<file path="src/rhbc_pkg.sv">
// ----------------------------------------------------------------------------
// rhbc_pkg: shared definitions for the hue band centroid block
// Frame geometry, field widths, register indexes and the types that pass
// between the front end, the job queue and the back end.
// ----------------------------------------------------------------------------
package rhbc_pkg;

    // Frame geometry.
    localparam int FRAME_ROWS = 120;
    localparam int FRAME_COLS = 160;

    // Field widths.
    localparam int PIX_W   = 16;
    localparam int CH_W    = 8;
    localparam int SCALE_W = 8;
    localparam int PROD_W  = CH_W + SCALE_W;
    localparam int OFF_W   = SCALE_W + 1;
    localparam int HUE_W   = 11;
    localparam int ROW_W   = 9;
    localparam int COL_W   = 10;
    localparam int CNT_W   = 19;
    localparam int SUM_W   = 32;

    // Configuration port.
    localparam int DATA_W = 32;
    localparam int ADDR_W = 4;

    // Job queue depth.
    localparam int QDEPTH = 2;
    localparam int PTR_W  = $clog2(QDEPTH);
    localparam int QCNT_W = $clog2(QDEPTH + 1);

    // Divider step counts. The hue quotient is always below the sector
    // scale, so only the low CH_W quotient bits need to be developed.
    localparam int HDIV_STEPS = CH_W;
    localparam int CDIV_STEPS = SUM_W;
    localparam int HCNT_W     = $clog2(HDIV_STEPS);
    localparam int CCNT_W     = $clog2(CDIV_STEPS);

    // Centroid divider work register: remainder above, sum below.
    localparam int WORK_W = CNT_W + SUM_W;

    // Register indexes (byte address = 4 * index).
    typedef enum logic [1:0] {
        REG_BAND_LOW     = 2'd0,
        REG_BAND_HIGH    = 2'd1,
        REG_SECTOR_SCALE = 2'd2,
        REG_NO_HUE_VALUE = 2'd3
    } reg_idx_t;

    // Configuration seen by the datapath. Hue bounds are two's complement.
    typedef struct packed {
        logic [HUE_W-1:0]   band_low;
        logic [HUE_W-1:0]   band_high;
        logic [HUE_W-1:0]   no_hue;
        logic [SCALE_W-1:0] sector_scale;
    } cfg_t;

    // Classified pixel handed from the front end to the back end.
    typedef struct packed {
        logic               ordered;
        logic               negate;
        logic [PROD_W-1:0]  num;
        logic [CH_W-1:0]    den;
        logic [OFF_W-1:0]   offset;
    } job_t;

endpackage

</file>
<file path="src/rhbc_pixel_if.sv">
// ----------------------------------------------------------------------------
// rhbc_pixel_if: pixel input channel
// Valid/ready channel that carries one RGB565 word.
// ----------------------------------------------------------------------------
interface rhbc_pixel_if;
    logic                      valid;
    logic                      ready;
    logic [rhbc_pkg::PIX_W-1:0] pixel;

    modport source (output valid, output pixel, input ready);
    modport sink (input valid, input pixel, output ready);
endinterface

</file>
<file path="src/rhbc_result_if.sv">
// ----------------------------------------------------------------------------
// rhbc_result_if: per-pixel result channel
// Valid/ready channel that carries the hue, band flag and frame summary.
// ----------------------------------------------------------------------------
interface rhbc_result_if;
    logic                              valid;
    logic                              ready;
    logic signed [rhbc_pkg::HUE_W-1:0] hue;
    logic                              in_band;
    logic                              frame_done;
    logic [rhbc_pkg::ROW_W-1:0]        centroid_row;
    logic [rhbc_pkg::COL_W-1:0]        centroid_col;
    logic [rhbc_pkg::CNT_W-1:0]        band_count;
    logic                              centroid_valid;

    modport source (output valid, output hue, output in_band, output frame_done,
                    output centroid_row, output centroid_col, output band_count,
                    output centroid_valid, input ready);
    modport sink (input valid, input hue, input in_band, input frame_done,
                  input centroid_row, input centroid_col, input band_count,
                  input centroid_valid, output ready);
endinterface

</file>
<file path="src/rhbc_front.sv">
// ----------------------------------------------------------------------------
// rhbc_front: pixel classifier
// Splits each RGB565 word into channels, finds the channel ordering and
// forms the scaled numerator, divisor, sign and sector offset of the hue.
// ----------------------------------------------------------------------------
module rhbc_front
(
    input  logic [rhbc_pkg::SCALE_W-1:0] sector_scale,
    rhbc_pixel_if.sink                   pix,
    output logic                         push_valid,
    input  logic                         push_ready,
    output rhbc_pkg::job_t               push_job
);

    logic [rhbc_pkg::CH_W-1:0]   red;
    logic [rhbc_pkg::CH_W-1:0]   green;
    logic [rhbc_pkg::CH_W-1:0]   blue;
    logic [rhbc_pkg::CH_W-1:0]   diff;
    logic [rhbc_pkg::PROD_W-1:0] product;

    // A word passes straight into the queue when it has room.
    assign push_valid = pix.valid;
    assign pix.ready  = push_ready;

    // Expand the channels to 8 bits.
    assign red   = {pix.pixel[4:0], 3'b000};
    assign green = {pix.pixel[10:5], 2'b00};
    assign blue  = {pix.pixel[15:11], 3'b000};

    // Pick the sector from the strict channel ordering.
    always_comb
    begin
        push_job         = '0;
        diff             = '0;
        push_job.ordered = 1'b1;
        priority if ((red > blue) && (blue > green))
        begin
            diff            = blue - green;
            push_job.negate = 1'b1;
            push_job.den    = red - green;
        end
        else if ((red > green) && (green > blue))
        begin
            diff         = green - blue;
            push_job.den = red - blue;
        end
        else if ((green > blue) && (blue > red))
        begin
            diff            = blue - red;
            push_job.den    = green - red;
            push_job.offset = {sector_scale, 1'b0};
        end
        else if ((green > red) && (red > blue))
        begin
            diff            = red - blue;
            push_job.negate = 1'b1;
            push_job.den    = green - blue;
            push_job.offset = {sector_scale, 1'b0};
        end
        else
        begin
            push_job.ordered = 1'b0;
        end
        push_job.num = product;
    end

    // Scale the channel difference by the sector width.
    assign product = rhbc_pkg::PROD_W'(diff) * rhbc_pkg::PROD_W'(sector_scale);

endmodule

</file>
<file path="src/rhbc_queue.sv">
// ----------------------------------------------------------------------------
// rhbc_queue: job queue
// Short FIFO between the classifier and the back end so that each side
// can stall without holding up the other.
// ----------------------------------------------------------------------------
module rhbc_queue
(
    input  logic           clk,
    input  logic           rst_n,
    input  logic           push_valid,
    output logic           push_ready,
    input  rhbc_pkg::job_t push_job,
    output logic           pop_valid,
    input  logic           pop_ready,
    output rhbc_pkg::job_t pop_job
);

    rhbc_pkg::job_t                  entry_reg [rhbc_pkg::QDEPTH];
    logic [rhbc_pkg::PTR_W-1:0]      wr_ptr_reg;
    logic [rhbc_pkg::PTR_W-1:0]      wr_ptr_next;
    logic [rhbc_pkg::PTR_W-1:0]      rd_ptr_reg;
    logic [rhbc_pkg::PTR_W-1:0]      rd_ptr_next;
    logic [rhbc_pkg::QCNT_W-1:0]     count_reg;
    logic [rhbc_pkg::QCNT_W-1:0]     count_next;
    logic                            do_push;
    logic                            do_pop;

    assign push_ready = (count_reg != rhbc_pkg::QCNT_W'(rhbc_pkg::QDEPTH));
    assign pop_valid  = (count_reg != '0);
    assign pop_job    = entry_reg[rd_ptr_reg];
    assign do_push    = push_valid && push_ready;
    assign do_pop     = pop_valid && pop_ready;

    // Pointer and fill count updates.
    always_comb
    begin
        wr_ptr_next = wr_ptr_reg;
        rd_ptr_next = rd_ptr_reg;
        count_next  = count_reg;
        if (do_push)
        begin
            wr_ptr_next = (wr_ptr_reg == rhbc_pkg::PTR_W'(rhbc_pkg::QDEPTH - 1)) ?
                          '0 : wr_ptr_reg + 1'b1;
        end
        if (do_pop)
        begin
            rd_ptr_next = (rd_ptr_reg == rhbc_pkg::PTR_W'(rhbc_pkg::QDEPTH - 1)) ?
                          '0 : rd_ptr_reg + 1'b1;
        end
        if (do_push && !do_pop)
        begin
            count_next = count_reg + 1'b1;
        end
        else if (do_pop && !do_push)
        begin
            count_next = count_reg - 1'b1;
        end
    end

    always_ff @(posedge clk or negedge rst_n)
    begin
        if (!rst_n)
        begin
            wr_ptr_reg <= '0;
            rd_ptr_reg <= '0;
            count_reg  <= '0;
        end
        else
        begin
            wr_ptr_reg <= wr_ptr_next;
            rd_ptr_reg <= rd_ptr_next;
            count_reg  <= count_next;
        end
    end

    // Entry storage needs no reset.
    always_ff @(posedge clk)
    begin
        if (do_push)
        begin
            entry_reg[wr_ptr_reg] <= push_job;
        end
    end

endmodule

</file>
<file path="src/rhbc_back.sv">
// ----------------------------------------------------------------------------
// rhbc_back: hue divider, band accumulator and centroid divider
// Divides out the hue one quotient bit a cycle, tests it against the band,
// keeps the frame position and sums, and at the end of a frame divides the
// row and column sums by the count, one bit a cycle, into the output word.
// ----------------------------------------------------------------------------
module rhbc_back
(
    input  logic           clk,
    input  logic           rst_n,
    input  rhbc_pkg::cfg_t cfg,
    input  logic           job_valid,
    output logic           job_ready,
    input  rhbc_pkg::job_t job,
    rhbc_result_if.source  res
);

    typedef enum logic [5:0] {
        ST_IDLE = 6'b000001,
        ST_HDIV = 6'b000010,
        ST_HUE  = 6'b000100,
        ST_EVAL = 6'b001000,
        ST_CDIV = 6'b010000,
        ST_OUT  = 6'b100000
    } state_t;

    // One restoring step of the centroid division: remainder above, the
    // dividend shifting out at the top of the low part, quotient bits in.
    function automatic logic [rhbc_pkg::WORK_W-1:0] cdiv_step(
        input logic [rhbc_pkg::WORK_W-1:0]   w,
        input logic [rhbc_pkg::CNT_W-1:0]    d
    );
        logic [rhbc_pkg::CNT_W:0] trial;
        logic [rhbc_pkg::CNT_W:0] diff;
        logic                     ge;
        trial = {w[rhbc_pkg::WORK_W-1 -: rhbc_pkg::CNT_W], w[rhbc_pkg::SUM_W-1]};
        diff  = trial - {1'b0, d};
        ge    = (trial >= {1'b0, d});
        return {(ge ? diff[rhbc_pkg::CNT_W-1:0] : trial[rhbc_pkg::CNT_W-1:0]),
                w[rhbc_pkg::SUM_W-2:0], ge};
    endfunction

    state_t                          state_reg, state_next;
    logic [rhbc_pkg::HCNT_W-1:0]     hcnt_reg, hcnt_next;
    logic [rhbc_pkg::CCNT_W-1:0]     ccnt_reg, ccnt_next;
    logic [rhbc_pkg::ROW_W-1:0]      row_idx_reg, row_idx_next;
    logic [rhbc_pkg::COL_W-1:0]      col_idx_reg, col_idx_next;
    logic [rhbc_pkg::SUM_W-1:0]      row_sum_reg, row_sum_next;
    logic [rhbc_pkg::SUM_W-1:0]      col_sum_reg, col_sum_next;
    logic [rhbc_pkg::CNT_W-1:0]      pcount_reg, pcount_next;
    logic                            out_valid_reg, out_valid_next;

    // Datapath registers.
    logic [rhbc_pkg::PROD_W-1:0]     hwork_reg, hwork_next;
    logic [rhbc_pkg::CH_W-1:0]       den_reg, den_next;
    logic                            neg_reg, neg_next;
    logic                            ord_reg, ord_next;
    logic [rhbc_pkg::OFF_W-1:0]      off_reg, off_next;
    logic [rhbc_pkg::HUE_W-1:0]      hue_reg, hue_next;
    logic                            inb_reg, inb_next;
    logic                            last_reg, last_next;
    logic [rhbc_pkg::WORK_W-1:0]     rwork_reg, rwork_next;
    logic [rhbc_pkg::WORK_W-1:0]     cwork_reg, cwork_next;
    logic [rhbc_pkg::CNT_W-1:0]      div_reg, div_next;
    logic [rhbc_pkg::CNT_W-1:0]      bcount_reg, bcount_next;
    logic                            cvalid_reg, cvalid_next;
    logic [rhbc_pkg::HUE_W-1:0]      o_hue_reg, o_hue_next;
    logic                            o_inb_reg, o_inb_next;
    logic                            o_done_reg, o_done_next;
    logic [rhbc_pkg::ROW_W-1:0]      o_row_reg, o_row_next;
    logic [rhbc_pkg::COL_W-1:0]      o_col_reg, o_col_next;
    logic [rhbc_pkg::CNT_W-1:0]      o_cnt_reg, o_cnt_next;
    logic                            o_cvalid_reg, o_cvalid_next;

    logic [rhbc_pkg::CH_W:0]         htrial;
    logic [rhbc_pkg::CH_W:0]         hdiff;
    logic                            hge;
    logic [rhbc_pkg::HUE_W-1:0]      qmag;
    logic                            in_band;
    logic                            at_last;
    logic                            at_row_end;
    logic [rhbc_pkg::SUM_W-1:0]      row_sum_add;
    logic [rhbc_pkg::SUM_W-1:0]      col_sum_add;
    logic [rhbc_pkg::CNT_W-1:0]      pcount_add;
    logic                            out_load;

    assign job_ready = (state_reg == ST_IDLE);

    // Hue division step: remainder in the high byte, dividend bits below.
    assign htrial = {hwork_reg[rhbc_pkg::PROD_W-1 -: rhbc_pkg::CH_W],
                     hwork_reg[rhbc_pkg::CH_W-1]};
    assign hdiff  = htrial - {1'b0, den_reg};
    assign hge    = (htrial >= {1'b0, den_reg});

    // Signed quotient magnitude for the hue.
    assign qmag = neg_reg ? -rhbc_pkg::HUE_W'(hwork_reg[rhbc_pkg::CH_W-1:0]) :
                  rhbc_pkg::HUE_W'(hwork_reg[rhbc_pkg::CH_W-1:0]);

    // Band test and running sums for the pixel under evaluation.
    assign in_band = ($signed(hue_reg) > $signed(cfg.band_low)) &&
                     ($signed(hue_reg) < $signed(cfg.band_high));
    assign row_sum_add = row_sum_reg + rhbc_pkg::SUM_W'(row_idx_reg);
    assign col_sum_add = col_sum_reg + rhbc_pkg::SUM_W'(col_idx_reg);
    assign pcount_add  = pcount_reg + 1'b1;
    assign at_row_end  = (col_idx_reg >= rhbc_pkg::COL_W'(rhbc_pkg::FRAME_COLS - 1));
    assign at_last     = (row_idx_reg >= rhbc_pkg::ROW_W'(rhbc_pkg::FRAME_ROWS - 1)) &&
                         at_row_end;

    assign out_load = (state_reg == ST_OUT) && (!out_valid_reg || res.ready);

    // Sequencer.
    always_comb
    begin
        state_next     = state_reg;
        hcnt_next      = hcnt_reg;
        ccnt_next      = ccnt_reg;
        row_idx_next   = row_idx_reg;
        col_idx_next   = col_idx_reg;
        row_sum_next   = row_sum_reg;
        col_sum_next   = col_sum_reg;
        pcount_next    = pcount_reg;
        hwork_next     = hwork_reg;
        den_next       = den_reg;
        neg_next       = neg_reg;
        ord_next       = ord_reg;
        off_next       = off_reg;
        hue_next       = hue_reg;
        inb_next       = inb_reg;
        last_next      = last_reg;
        rwork_next     = rwork_reg;
        cwork_next     = cwork_reg;
        div_next       = div_reg;
        bcount_next    = bcount_reg;
        cvalid_next    = cvalid_reg;
        unique case (state_reg)
            ST_IDLE:
            begin
                if (job_valid)
                begin
                    hwork_next = job.num;
                    den_next   = job.den;
                    neg_next   = job.negate;
                    ord_next   = job.ordered;
                    off_next   = job.offset;
                    hcnt_next  = '0;
                    state_next = job.ordered ? ST_HDIV : ST_HUE;
                end
            end
            ST_HDIV:
            begin
                hwork_next = {(hge ? hdiff[rhbc_pkg::CH_W-1:0] :
                                     htrial[rhbc_pkg::CH_W-1:0]),
                              hwork_reg[rhbc_pkg::CH_W-2:0], hge};
                hcnt_next  = hcnt_reg + 1'b1;
                if (hcnt_reg == rhbc_pkg::HCNT_W'(rhbc_pkg::HDIV_STEPS - 1))
                begin
                    state_next = ST_HUE;
                end
            end
            ST_HUE:
            begin
                hue_next   = ord_reg ? (qmag + rhbc_pkg::HUE_W'(off_reg)) : cfg.no_hue;
                state_next = ST_EVAL;
            end
            ST_EVAL:
            begin
                inb_next  = in_band;
                last_next = at_last;
                if (at_last)
                begin
                    // Close the frame and, if any pixel fell in the band, start the centroid division.
                    rwork_next   = {{rhbc_pkg::CNT_W{1'b0}},
                                    (in_band ? row_sum_add : row_sum_reg)};
                    cwork_next   = {{rhbc_pkg::CNT_W{1'b0}},
                                    (in_band ? col_sum_add : col_sum_reg)};
                    div_next     = in_band ? pcount_add : pcount_reg;
                    bcount_next  = in_band ? pcount_add : pcount_reg;
                    cvalid_next  = in_band || (pcount_reg != '0);
                    ccnt_next    = '0;
                    row_sum_next = '0;
                    col_sum_next = '0;
                    pcount_next  = '0;
                    row_idx_next = '0;
                    col_idx_next = '0;
                    state_next   = (in_band || (pcount_reg != '0)) ? ST_CDIV : ST_OUT;
                end
                else
                begin
                    if (in_band)
                    begin
                        row_sum_next = row_sum_add;
                        col_sum_next = col_sum_add;
                        pcount_next  = pcount_add;
                    end
                    bcount_next = '0;
                    cvalid_next = 1'b0;
                    if (at_row_end)
                    begin
                        col_idx_next = '0;
                        row_idx_next = row_idx_reg + 1'b1;
                    end
                    else
                    begin
                        col_idx_next = col_idx_reg + 1'b1;
                    end
                    state_next = ST_OUT;
                end
            end
            ST_CDIV:
            begin
                rwork_next = cdiv_step(rwork_reg, div_reg);
                cwork_next = cdiv_step(cwork_reg, div_reg);
                ccnt_next  = ccnt_reg + 1'b1;
                if (ccnt_reg == rhbc_pkg::CCNT_W'(rhbc_pkg::CDIV_STEPS - 1))
                begin
                    state_next = ST_OUT;
                end
            end
            ST_OUT:
            begin
                if (out_load)
                begin
                    state_next = ST_IDLE;
                end
            end
            default:
            begin
                state_next = ST_IDLE;
            end
        endcase
    end

    // Output register: holds a finished word until the sink takes it.
    always_comb
    begin
        out_valid_next = out_valid_reg;
        o_hue_next     = o_hue_reg;
        o_inb_next     = o_inb_reg;
        o_done_next    = o_done_reg;
        o_row_next     = o_row_reg;
        o_col_next     = o_col_reg;
        o_cnt_next     = o_cnt_reg;
        o_cvalid_next  = o_cvalid_reg;
        if (out_load)
        begin
            out_valid_next = 1'b1;
            o_hue_next     = hue_reg;
            o_inb_next     = inb_reg;
            o_done_next    = last_reg;
            o_row_next     = cvalid_reg ? rwork_reg[rhbc_pkg::ROW_W-1:0] : '0;
            o_col_next     = cvalid_reg ? cwork_reg[rhbc_pkg::COL_W-1:0] : '0;
            o_cnt_next     = bcount_reg;
            o_cvalid_next  = cvalid_reg;
        end
        else if (res.ready)
        begin
            out_valid_next = 1'b0;
        end
    end

    always_ff @(posedge clk or negedge rst_n)
    begin
        if (!rst_n)
        begin
            state_reg     <= ST_IDLE;
            hcnt_reg      <= '0;
            ccnt_reg      <= '0;
            row_idx_reg   <= '0;
            col_idx_reg   <= '0;
            row_sum_reg   <= '0;
            col_sum_reg   <= '0;
            pcount_reg    <= '0;
            out_valid_reg <= 1'b0;
        end
        else
        begin
            state_reg     <= state_next;
            hcnt_reg      <= hcnt_next;
            ccnt_reg      <= ccnt_next;
            row_idx_reg   <= row_idx_next;
            col_idx_reg   <= col_idx_next;
            row_sum_reg   <= row_sum_next;
            col_sum_reg   <= col_sum_next;
            pcount_reg    <= pcount_next;
            out_valid_reg <= out_valid_next;
        end
    end

    // Payload registers carry no reset.
    always_ff @(posedge clk)
    begin
        hwork_reg    <= hwork_next;
        den_reg      <= den_next;
        neg_reg      <= neg_next;
        ord_reg      <= ord_next;
        off_reg      <= off_next;
        hue_reg      <= hue_next;
        inb_reg      <= inb_next;
        last_reg     <= last_next;
        rwork_reg    <= rwork_next;
        cwork_reg    <= cwork_next;
        div_reg      <= div_next;
        bcount_reg   <= bcount_next;
        cvalid_reg   <= cvalid_next;
        o_hue_reg    <= o_hue_next;
        o_inb_reg    <= o_inb_next;
        o_done_reg   <= o_done_next;
        o_row_reg    <= o_row_next;
        o_col_reg    <= o_col_next;
        o_cnt_reg    <= o_cnt_next;
        o_cvalid_reg <= o_cvalid_next;
    end

    assign res.valid          = out_valid_reg;
    assign res.hue            = $signed(o_hue_reg);
    assign res.in_band        = o_inb_reg;
    assign res.frame_done     = o_done_reg;
    assign res.centroid_row   = o_row_reg;
    assign res.centroid_col   = o_col_reg;
    assign res.band_count     = o_cnt_reg;
    assign res.centroid_valid = o_cvalid_reg;

endmodule

</file>
<file path="src/rgb565_hue_band_centroid_top.sv">
// ----------------------------------------------------------------------------
// rgb565_hue_band_centroid_top: hue band blob centroid over RGB565 frames
// Register file, pixel classifier, job queue and divider back end.
// ----------------------------------------------------------------------------
//  Channel   Direction  Handshake             Word
//  pix       in         valid/ready           pixel (RGB565)
//  res       out        valid/ready           hue, in_band, frame_done, centroid,
//                                             band_count, centroid_valid
//  APB       in/out     psel/penable, pready  band_low, band_high, sector_scale,
//                                             no_hue_value
//
//  Per pixel the back end steps through idle, the bit-serial hue divider (ordered
//  hues only), hue, band test, the bit-serial centroid divider (last pixel of a
//  frame with band pixels only) and output, and takes one pixel at a time.
//  A two-entry job queue lets the classifier take words while the back end
//  works, and the output register holds a word until res is ready.
//  Reset clears the frame position, the sums and the count, and loads the
//  register defaults; no clearing pass is needed.
// ----------------------------------------------------------------------------
module rgb565_hue_band_centroid_top
(
    input  logic                          clk,
    input  logic                          rst_n,
    input  logic                          psel,
    input  logic                          penable,
    input  logic                          pwrite,
    input  logic [rhbc_pkg::ADDR_W-1:0]   paddr,
    input  logic [rhbc_pkg::DATA_W-1:0]   pwdata,
    output logic [rhbc_pkg::DATA_W-1:0]   prdata,
    output logic                          pready,
    rhbc_pixel_if.sink                    pix,
    rhbc_result_if.source                 res
);

    logic [rhbc_pkg::HUE_W-1:0]   band_low_reg, band_low_next;
    logic [rhbc_pkg::HUE_W-1:0]   band_high_reg, band_high_next;
    logic [rhbc_pkg::SCALE_W-1:0] scale_reg, scale_next;
    logic [rhbc_pkg::HUE_W-1:0]   no_hue_reg, no_hue_next;
    rhbc_pkg::reg_idx_t           reg_idx;
    logic                         wr_en;
    rhbc_pkg::cfg_t               cfg;
    logic                         push_valid;
    logic                         push_ready;
    rhbc_pkg::job_t               push_job;
    logic                         pop_valid;
    logic                         pop_ready;
    rhbc_pkg::job_t               pop_job;

    assign pready  = 1'b1;
    assign reg_idx = rhbc_pkg::reg_idx_t'(paddr[rhbc_pkg::ADDR_W-1:2]);
    assign wr_en   = psel && penable && pwrite && pready;

    // Register writes.
    always_comb
    begin
        band_low_next  = band_low_reg;
        band_high_next = band_high_reg;
        scale_next     = scale_reg;
        no_hue_next    = no_hue_reg;
        if (wr_en)
        begin
            unique case (reg_idx)
                rhbc_pkg::REG_BAND_LOW:     band_low_next  = pwdata[rhbc_pkg::HUE_W-1:0];
                rhbc_pkg::REG_BAND_HIGH:    band_high_next = pwdata[rhbc_pkg::HUE_W-1:0];
                rhbc_pkg::REG_SECTOR_SCALE: scale_next     = pwdata[rhbc_pkg::SCALE_W-1:0];
                rhbc_pkg::REG_NO_HUE_VALUE: no_hue_next    = pwdata[rhbc_pkg::HUE_W-1:0];
                default:                    band_low_next  = band_low_reg;
            endcase
        end
    end

    always_ff @(posedge clk or negedge rst_n)
    begin
        if (!rst_n)
        begin
            band_low_reg  <= '0;
            band_high_reg <= '0;
            scale_reg     <= rhbc_pkg::SCALE_W'(42);
            no_hue_reg    <= rhbc_pkg::HUE_W'(251);
        end
        else
        begin
            band_low_reg  <= band_low_next;
            band_high_reg <= band_high_next;
            scale_reg     <= scale_next;
            no_hue_reg    <= no_hue_next;
        end
    end

    // Register reads; signed bounds come back sign-extended.
    always_comb
    begin
        unique case (reg_idx)
            rhbc_pkg::REG_BAND_LOW:
                prdata = rhbc_pkg::DATA_W'($signed(band_low_reg));
            rhbc_pkg::REG_BAND_HIGH:
                prdata = rhbc_pkg::DATA_W'($signed(band_high_reg));
            rhbc_pkg::REG_SECTOR_SCALE:
                prdata = rhbc_pkg::DATA_W'(scale_reg);
            rhbc_pkg::REG_NO_HUE_VALUE:
                prdata = rhbc_pkg::DATA_W'($signed(no_hue_reg));
            default:
                prdata = '0;
        endcase
    end

    assign cfg.band_low     = band_low_reg;
    assign cfg.band_high    = band_high_reg;
    assign cfg.no_hue       = no_hue_reg;
    assign cfg.sector_scale = scale_reg;

    // Classifier.
    rhbc_front u_front
    (
        .sector_scale (scale_reg),
        .pix          (pix),
        .push_valid   (push_valid),
        .push_ready   (push_ready),
        .push_job     (push_job)
    );

    // Queue between front and back.
    rhbc_queue u_queue
    (
        .clk        (clk),
        .rst_n      (rst_n),
        .push_valid (push_valid),
        .push_ready (push_ready),
        .push_job   (push_job),
        .pop_valid  (pop_valid),
        .pop_ready  (pop_ready),
        .pop_job    (pop_job)
    );

    // Dividers, accumulators and output register.
    rhbc_back u_back
    (
        .clk       (clk),
        .rst_n     (rst_n),
        .cfg       (cfg),
        .job_valid (pop_valid),
        .job_ready (pop_ready),
        .job       (pop_job),
        .res       (res)
    );

endmodule

</file>
<file path="src/flat_wrapper.sv">
// flat-port wrapper written by rule: the top's interface ports become plain ports
module rgb565_hue_band_centroid_top_flat 
  (clk, rst_n, psel, penable, pwrite, paddr, pwdata, prdata, pready, pix_valid, pix_pixel, pix_ready, res_valid, res_hue, res_in_band, res_frame_done, res_centroid_row, res_centroid_col, res_band_count, res_centroid_valid, res_ready);
  rhbc_pixel_if pix_i ();
  rhbc_result_if res_i ();
  input  logic clk;
  input  logic rst_n;
  input  logic psel;
  input  logic penable;
  input  logic pwrite;
  input  logic [rhbc_pkg::ADDR_W-1:0] paddr;
  input  logic [rhbc_pkg::DATA_W-1:0] pwdata;
  output logic [rhbc_pkg::DATA_W-1:0] prdata;
  output logic pready;
  input wire logic [$bits(pix_i.valid)-1:0] pix_valid;
  input wire logic [$bits(pix_i.pixel)-1:0] pix_pixel;
  output wire logic [$bits(pix_i.ready)-1:0] pix_ready;
  output wire logic [$bits(res_i.valid)-1:0] res_valid;
  output wire logic [$bits(res_i.hue)-1:0] res_hue;
  output wire logic [$bits(res_i.in_band)-1:0] res_in_band;
  output wire logic [$bits(res_i.frame_done)-1:0] res_frame_done;
  output wire logic [$bits(res_i.centroid_row)-1:0] res_centroid_row;
  output wire logic [$bits(res_i.centroid_col)-1:0] res_centroid_col;
  output wire logic [$bits(res_i.band_count)-1:0] res_band_count;
  output wire logic [$bits(res_i.centroid_valid)-1:0] res_centroid_valid;
  input wire logic [$bits(res_i.ready)-1:0] res_ready;
  assign pix_i.valid = pix_valid;
  assign pix_i.pixel = pix_pixel;
  assign pix_ready = pix_i.ready;
  assign res_valid = res_i.valid;
  assign res_hue = res_i.hue;
  assign res_in_band = res_i.in_band;
  assign res_frame_done = res_i.frame_done;
  assign res_centroid_row = res_i.centroid_row;
  assign res_centroid_col = res_i.centroid_col;
  assign res_band_count = res_i.band_count;
  assign res_centroid_valid = res_i.centroid_valid;
  assign res_i.ready = res_ready;
  rgb565_hue_band_centroid_top u_core (.clk(clk), .rst_n(rst_n), .psel(psel), .penable(penable), .pwrite(pwrite), .paddr(paddr), .pwdata(pwdata), .prdata(prdata), .pready(pready), .pix(pix_i), .res(res_i));
endmodule
</file>
<file path="config.mk">
export PLATFORM = sky130hd
export DESIGN_NAME = rgb565_hue_band_centroid_top_flat
export DESIGN_NICKNAME = d
export VERILOG_FILES = /design/src/rhbc_pkg.sv /design/src/rhbc_pixel_if.sv /design/src/rhbc_result_if.sv /design/src/rhbc_front.sv /design/src/rhbc_queue.sv /design/src/rhbc_back.sv /design/src/rgb565_hue_band_centroid_top.sv /design/src/flat_wrapper.sv
export SDC_FILE = /design/constraint.sdc
export NUM_CORES = 1
export LEC_CHECK = 0
export ABC_AREA = 1
export BUFFER_PORTS_ARGS = -buffer_cell sky130_fd_sc_hd__buf_2
export CAP_MARGIN = 40
export CORE_MARGIN = 3
export CORE_UTILIZATION = 55
export CTS_CLUSTER_SIZE = 16
export DETAILED_ROUTE_END_ITERATION = 10
export PLACE_DENSITY = 0.73
export SLEW_MARGIN = 10
export SYNTH_ARGS = -nofsm -noshare
export SYNTH_HDL_FRONTEND = slang
export SYNTH_HIERARCHICAL = 1
export SYNTH_SLANG_ARGS = --single-unit
</file>
<file path="constraint.sdc">
create_clock -name clk -period 12.6 [get_ports clk]
set_input_delay 0 -clock clk [delete_from_list [all_inputs] [get_ports clk]]
set_output_delay 0 -clock clk [all_outputs]
set_load 0.01 [all_outputs]
</file>
**Word level (Yosys, flattened, before mapping)**

Memories as Yosys holds them, arrays and structs flattened.
Index checks and enable logic that the tools add are counted.
Widths: inputs -> output; s select.

- Register bits after elaboration: 403
- Memory bits (writable): 70
- Output and inout port bits: 87
- Word-level logic and storage cells: 183
- Memories kept: 1

- Add/sub/neg operators: 22
- $mul: 1
- Magnitude comparators: 13
- Equality and inequality tests: 17
- Muxes and demuxes: 57
- Reductions and logical operators: 36

Memories:

| name | depth | bits a word | rd ports | clocked after memory_dff | wr ports | RTL line | RTL |
|---|---|---|---|---|---|---|---|
| u_core.u_queue.entry_reg | 2 | 35 | 1 | 0 | 1 | rhbc_queue.sv:18 | `rhbc_pkg::job_t entry_reg [rhbc_pkg::QDEPTH];` |

Operators by type and width:

| kind | count |
|---|---|
| $pmux 51 s2 | 2 |
| $mux 32 | 4 |
| $pmux 32 s4 | 1 |
| $mux 51 | 2 |
| $mux 19 | 4 |
| $mux 8 | 7 |
| $sub 8x8->8 | 7 |
| $gt 8x8->1 | 6 |
| $ge 20x19->1 | 2 |
| $sub 19x19->19 | 2 |
| $mux 6 | 6 |
| $mux 9 | 4 |
| $pmux 6 s6 | 1 |
| $mux 17 | 2 |
| $add 32x10->32 | 1 |
| $add 32x9->32 | 1 |
| $pmux 16 s2 | 1 |
| $mux 11 | 2 |
| $mux 10 | 2 |
| $add 19x1->19 const B | 1 |
| $reduce_bool 19->1 | 1 |
| $reduce_and 2->1 | 9 |
| $mul 8x8->16 | 1 |
| $mux 16 | 1 |
| other kinds (37) | 76 |

**Logic depth before layout (Yosys ltp)**

- Depth after elaboration: 7
- Depth in mapped cells: 33

**Cells and area by module**

The synthesis kept the hierarchy.

By module, submodules not included:

| module | instances | cells an instance | area an instance (um^2) | sequential area each (um^2) |
|---|---|---|---|---|
| rhbc_back | 1 | 2957 | 22392.7 | 10166.0 |
| rhbc_front | 1 | 507 | 3439.5 | 0.0 |
| rhbc_queue | 1 | 211 | 2830.2 | 2202.1 |
| rgb565_hue_band_centroid_top | 1 | 272 | 2155.8 | 1038.5 |

**Least setup slack after synthesis**

Ideal clock, no wire load.

- Path kind: input to register
- Start: input port pix_pixel[5]
- End: memory u_core/u_queue/entry_reg[0][32] in the netlist's numbering, data pin
- Library setup time: 0.265 ns
- Data arrival time: 4.534 ns
- Setup slack: 7.801 ns
- Cell stages on the path: 24
- Buffers on the path: 1
- Path through: inv_1 fa_1 nand3_1 o211ai_1 nand4_2 inv_2 buf_4 a21oi_1 nand2_2 nand2_2 nand2_1 fa_1 fa_1 inv_1 fa_1 inv_1 fa_1 inv_1 ha_1 nand2_1 nor2_1 o31ai_1 nand3_1 xor2_1

RTL lines:

| item | RTL line | RTL |
|---|---|---|
| start, declared | flat_wrapper.sv:16 | `input wire logic [$bits(pix_i.pixel)-1:0] pix_pixel;` |
| end, declared | rhbc_queue.sv:18 |  |

==> results by group <==
Final layout
  – Synth-to-Final Area Change: 10.72%
  – Layout cells sized above 1: approximately 8.3%
  – Max FFs per register: 70
  – Layout Utilization: between 60% and 70%
  – Diode count: 0
  – Total Nets Final: roughly 4300
  – Fillcell total: about 5000
  – Fin area: approximately 0.034 mm2

Min path
  – Hold Crit Start: pix_pixel[6]
  – Worst hold path class: in -> reg

Placement
  – Post-DP Area: 0.03200 mm2
  – Buffers on Ports: ~120
  – Final Wtd Congestion: 0.9432
  – Dpl hpwl: approximately 55000 um

Detailed routing
  – Avg WL per Cell: 15.66 um
  – Drt pass-1 iters: 5
  – DRC violations left: 0
  – Number of vias per cell: ~5.3
  – Initial DRC Count: roughly 2000
  – Vias post-DR: between 20000 and 30000
  – Detail Route Antenna Nets: 0
  – Final wirelength: 76020 um

Clock tree
  – Clock Root Buffer: clkbuf_16
  – TritonCTS Sinks: 473
  – CTS resizes: 0
  – Clk_lat worst skew: ~0.61 ns
  – CTS tree: built
  – Post-CTS setup buffer count: 0
  – Hold-fix buffers, CTS: 39
  – Clk buf depth: 3
  – CTS H-tree lvls: 2
  – Worst-path clk slew: ~0.060 ns
  – Cts bufs inserted: 52

Timing
  – RSZ-0062 raised after global routing: no
  – Hold slack: 0.04912 ns
  – Final Hold Fails: 0
  – Skew final: 0.02835 ns
  – Final Max Tran Viols: 0
  – Peak Freq: between 0.15 and 0.2 GHz
  – TNS Setup: 0 ns
  – Slew margin rel.: between 30 and 40%
  – Worst Tran Pin Value: around 0.90 ns
  – Tcrit/Tclk final: between 40% and 50%
  – Fin crit period: 5.142 ns
  – Final setup vio count: 0

Die
  – Starting Density: a little under three fifths
  – Chip Width: 242.7 um
  – Core Area: about 0.055 mm2
  – Die area: between 0.05 and 0.06 mm2
  – Ports: about 150
  – Site Rows: 86
  – Die Ht: around 240 um

Power and ir drop
  – P_int: roughly 3600 uW
  – Peak supply drop: around 100 uV
  – Pwr/cell area: between 150 and 200 mW/mm2
  – Sequential share of power: roughly 40%
  – Comb power frac: 34.4%
  – Psw: 2101 uW
  – Sw Ratio: approximately 37%
  – Leakage: ~0.017 uW
  – Clk pwr share: around a quarter

Synth
  – Synth Flop Type: edfxtp_1
  – Compound-gate portion of the synthesized area: 5.095%
  – Post-synth ARST share: about a third
  – Mux contribution to synthesized area: 0.03248%
  – Synthesized area per cell: around 7.8 um2
  – Simple-Gate Fraction of Synth Area: roughly 30%
  – Yosys cell types: 58
  – Synthesized instance count: 3947
  – Post-Synth Adder-Cell Area: under 10%
  – Post-synth EDFFs: around 310
  – Seq/Total Area, Yosys: around 44%
  – Main combinational cell family by area after synthesis: simple AND/OR/NAND/NOR gates
  – Synth warn: 6
  – Synth Cell Area: roughly 0.031 mm2
  – Post-synthesis xor/xnor area fraction: about 2.7%
  – Synthesis-stage register bit count: around 470

Global route
  – Vias in the first global route: approximately 24000
  – Initial antenna violation count: 1
  – Grt total ovfl: 0
  – Total track usage: about a quarter
  – Largest net degree at the start of global routing: 85
  – First-pass GRT wire length: between 100000 and 150000 um

Worst setup path
  – Critical path origin: pix_pixel[5]
  – Startpoint Class: primary input
  – Worst Setup End Kind: flip-flop
  – CP required: around 13 ns
  – Crit Path Class: in -> reg
  – Reg2reg start: u_core/scale_reg[3]
  – CP arrival: between 5 and 6 ns
  – Worst-path maximum fanout: 13

Run
  – Max-cap check violation count: 0

Outcome
  – Outcome: finished clean
-- Yosys cell counts (8+ instances only) --
cell / count / area (um2)
clkbuf_1: 33 / 123.9
inv_1: 478 / 1794
dfstp_2: 11 / 289.0
fa_1: 36 / 720.7
nor2_2: 11 / 68.82
nand4_1: 65 / 406.6
a21oi_1: 152 / 760.7
buf_2: 31 / 155.2
nand3_1: 328 / 1642
buf_4: 39 / 292.8
nand2_1: 1509 / 5664
nor2_1: 219 / 822.0
or2_2: 11 / 68.82
xor2_1: 51 / 446.7
nor3_1: 33 / 165.2
ha_1: 170 / 2127
buf_6: 19 / 214.0
nand2_2: 29 / 181.4
a21o_1: 8 / 60.06
edfxtp_1: 311 / 9339
buf_1: 8 / 30.03
dfrtp_1: 151 / 3779
nand3b_1: 13 / 97.59
o21ai_0: 91 / 455.4
xnor2_1: 44 / 385.4
-- kinds of logic (layout without fill, tap and decap cells) --
logic type / count (synthesis) / count (layout)
fa+ha+maj: 206 / 206
flops: 473 / 473
xor+xnor: 95 / 95
mux: 1 / 1
buf+inv: 622 / 778
compound gates: 291 / 291
simple gates: 2257 / 2257
other cells: 2 / 6
-- per-stage QoR --
stage / cells / setup WS [ns] / total power (uW)
2_1_floorplan: 3951 / 7.801 / 3689
3_3_place_gp: 4707 / 6.927 / 4081
3_5_place_dp: 4719 / 6.890 / 4155
4_1_cts: 4855 / 7.486 / 5695
5_1_grt: 4855 / 6.988 / 6083
6_report: 4855 / 7.458 / 5672
-- power groups by stage --
stage                     clock [uW]  sequential (uW)  combinational, uW
after CTS                       1540             2210               1950
after floorplan                    0             2180               1510
after global routing            1600             2240               2240
after global placement             0             2230               1850
final                           1510             2210               1950
after detailed placement           0             2240               1920
-- routing by layer --
| layer | up-vias | track usage (%) | part of all wire [%] |
|---|---|---|---|
| met5 | - | 0 | 0 |
| met4 | 0 | 7.153 | 2.6 |
| met2 | 746 | 40.56 | 45 |
| met3 | 117 | 3.922 | 6.3 |
| met1 | 12190 | 36.82 | 46 |
| li1 | 12900 | - | - |
-- cells in the final DEF, fill, tap and decap left out, types with 6 or more instances in the layout --
master	netlist	layout
inv_2	7	8
a21o_1	8	8
nor2_4	5	10
o21ai_0	91	90
buf_16	0	8
dfstp_2	11	11
conb_1	2	6
or2_2	11	11
buf_2	31	120
buf_4	39	20
clkinv_1	4	6
edfxtp_1	311	311
nand4_1	65	65
a21oi_1	152	152
o21a_1	6	6
xnor2_1	44	44
nand3_1	328	328
dlygate4sd3_1	0	38
dfrtp_1	151	151
inv_1	478	478
nor2_2	11	11
nand2_1	1509	1508
clkbuf_8	0	9
xor2_1	51	51
clkinv_2	0	12
inv_6	0	6
clkbuf_1	33	7
nand2_2	29	29
nand2_4	5	6
nand3b_1	13	13
nor3_1	33	32
nor2_1	219	214
clkbuf_16	0	53
ha_1	170	170
fa_1	36	36
-- critical path: stages --
cell and delay (ns):
buf_2 0.12, inv_1 0.31, fa_1 0.29, nand3_1 0.11, o211ai_1 0.23, nand4_2 0.32
inv_2 0.31, nand3_1 0.30, a21oi_1 0.27, fa_1 0.44, ha_1 0.30, inv_1 0.06
fa_1 0.50, fa_1 0.54, inv_1 0.04, ha_1 0.36, a21oi_1 0.22, nand2_1 0.11
nand2_1 0.07, nand2_1 0.05, a21oi_1 0.19, o21ai_0 0.12, xor2_1 0.18
-- worst paths after layout --
kind	end	slack (ns)	cells past startpoint
max in group asynchronous	u_core/band_low_reg[3]	10.90	6
worst min-delay path	u_core/u_queue/entry_reg[0][12]	0.05	4
worst min register to register	u_core/u_back/res.band_count[4]	0.42	0
min in group asynchronous	u_core/u_back/row_sum_reg[29]	0.45	4
worst max register to register	u_core/u_queue/entry_reg[0][30]	8.11	16
worst max-delay path	u_core/u_queue/entry_reg[0][30]	7.46	23
-- final cells by class --
| class | instances | area [um2] | area share (%) |
|---|---|---|---|
| Clock inverter | 28 | 235.2 | 0.6894 |
| Sequential cell | 473 | 13410 | 39.29 |
| Timing Repair Buffer | 191 | 1433 | 4.198 |
| Clock buffer | 69 | 1476 | 4.327 |
| Tap cell | 748 | 935.9 | 2.743 |
| Multi-Input combinational cell | 2856 | 14790 | 43.34 |
| Inverter | 490 | 1847 | 5.412 |
Power figures use the tool's default switching activity.
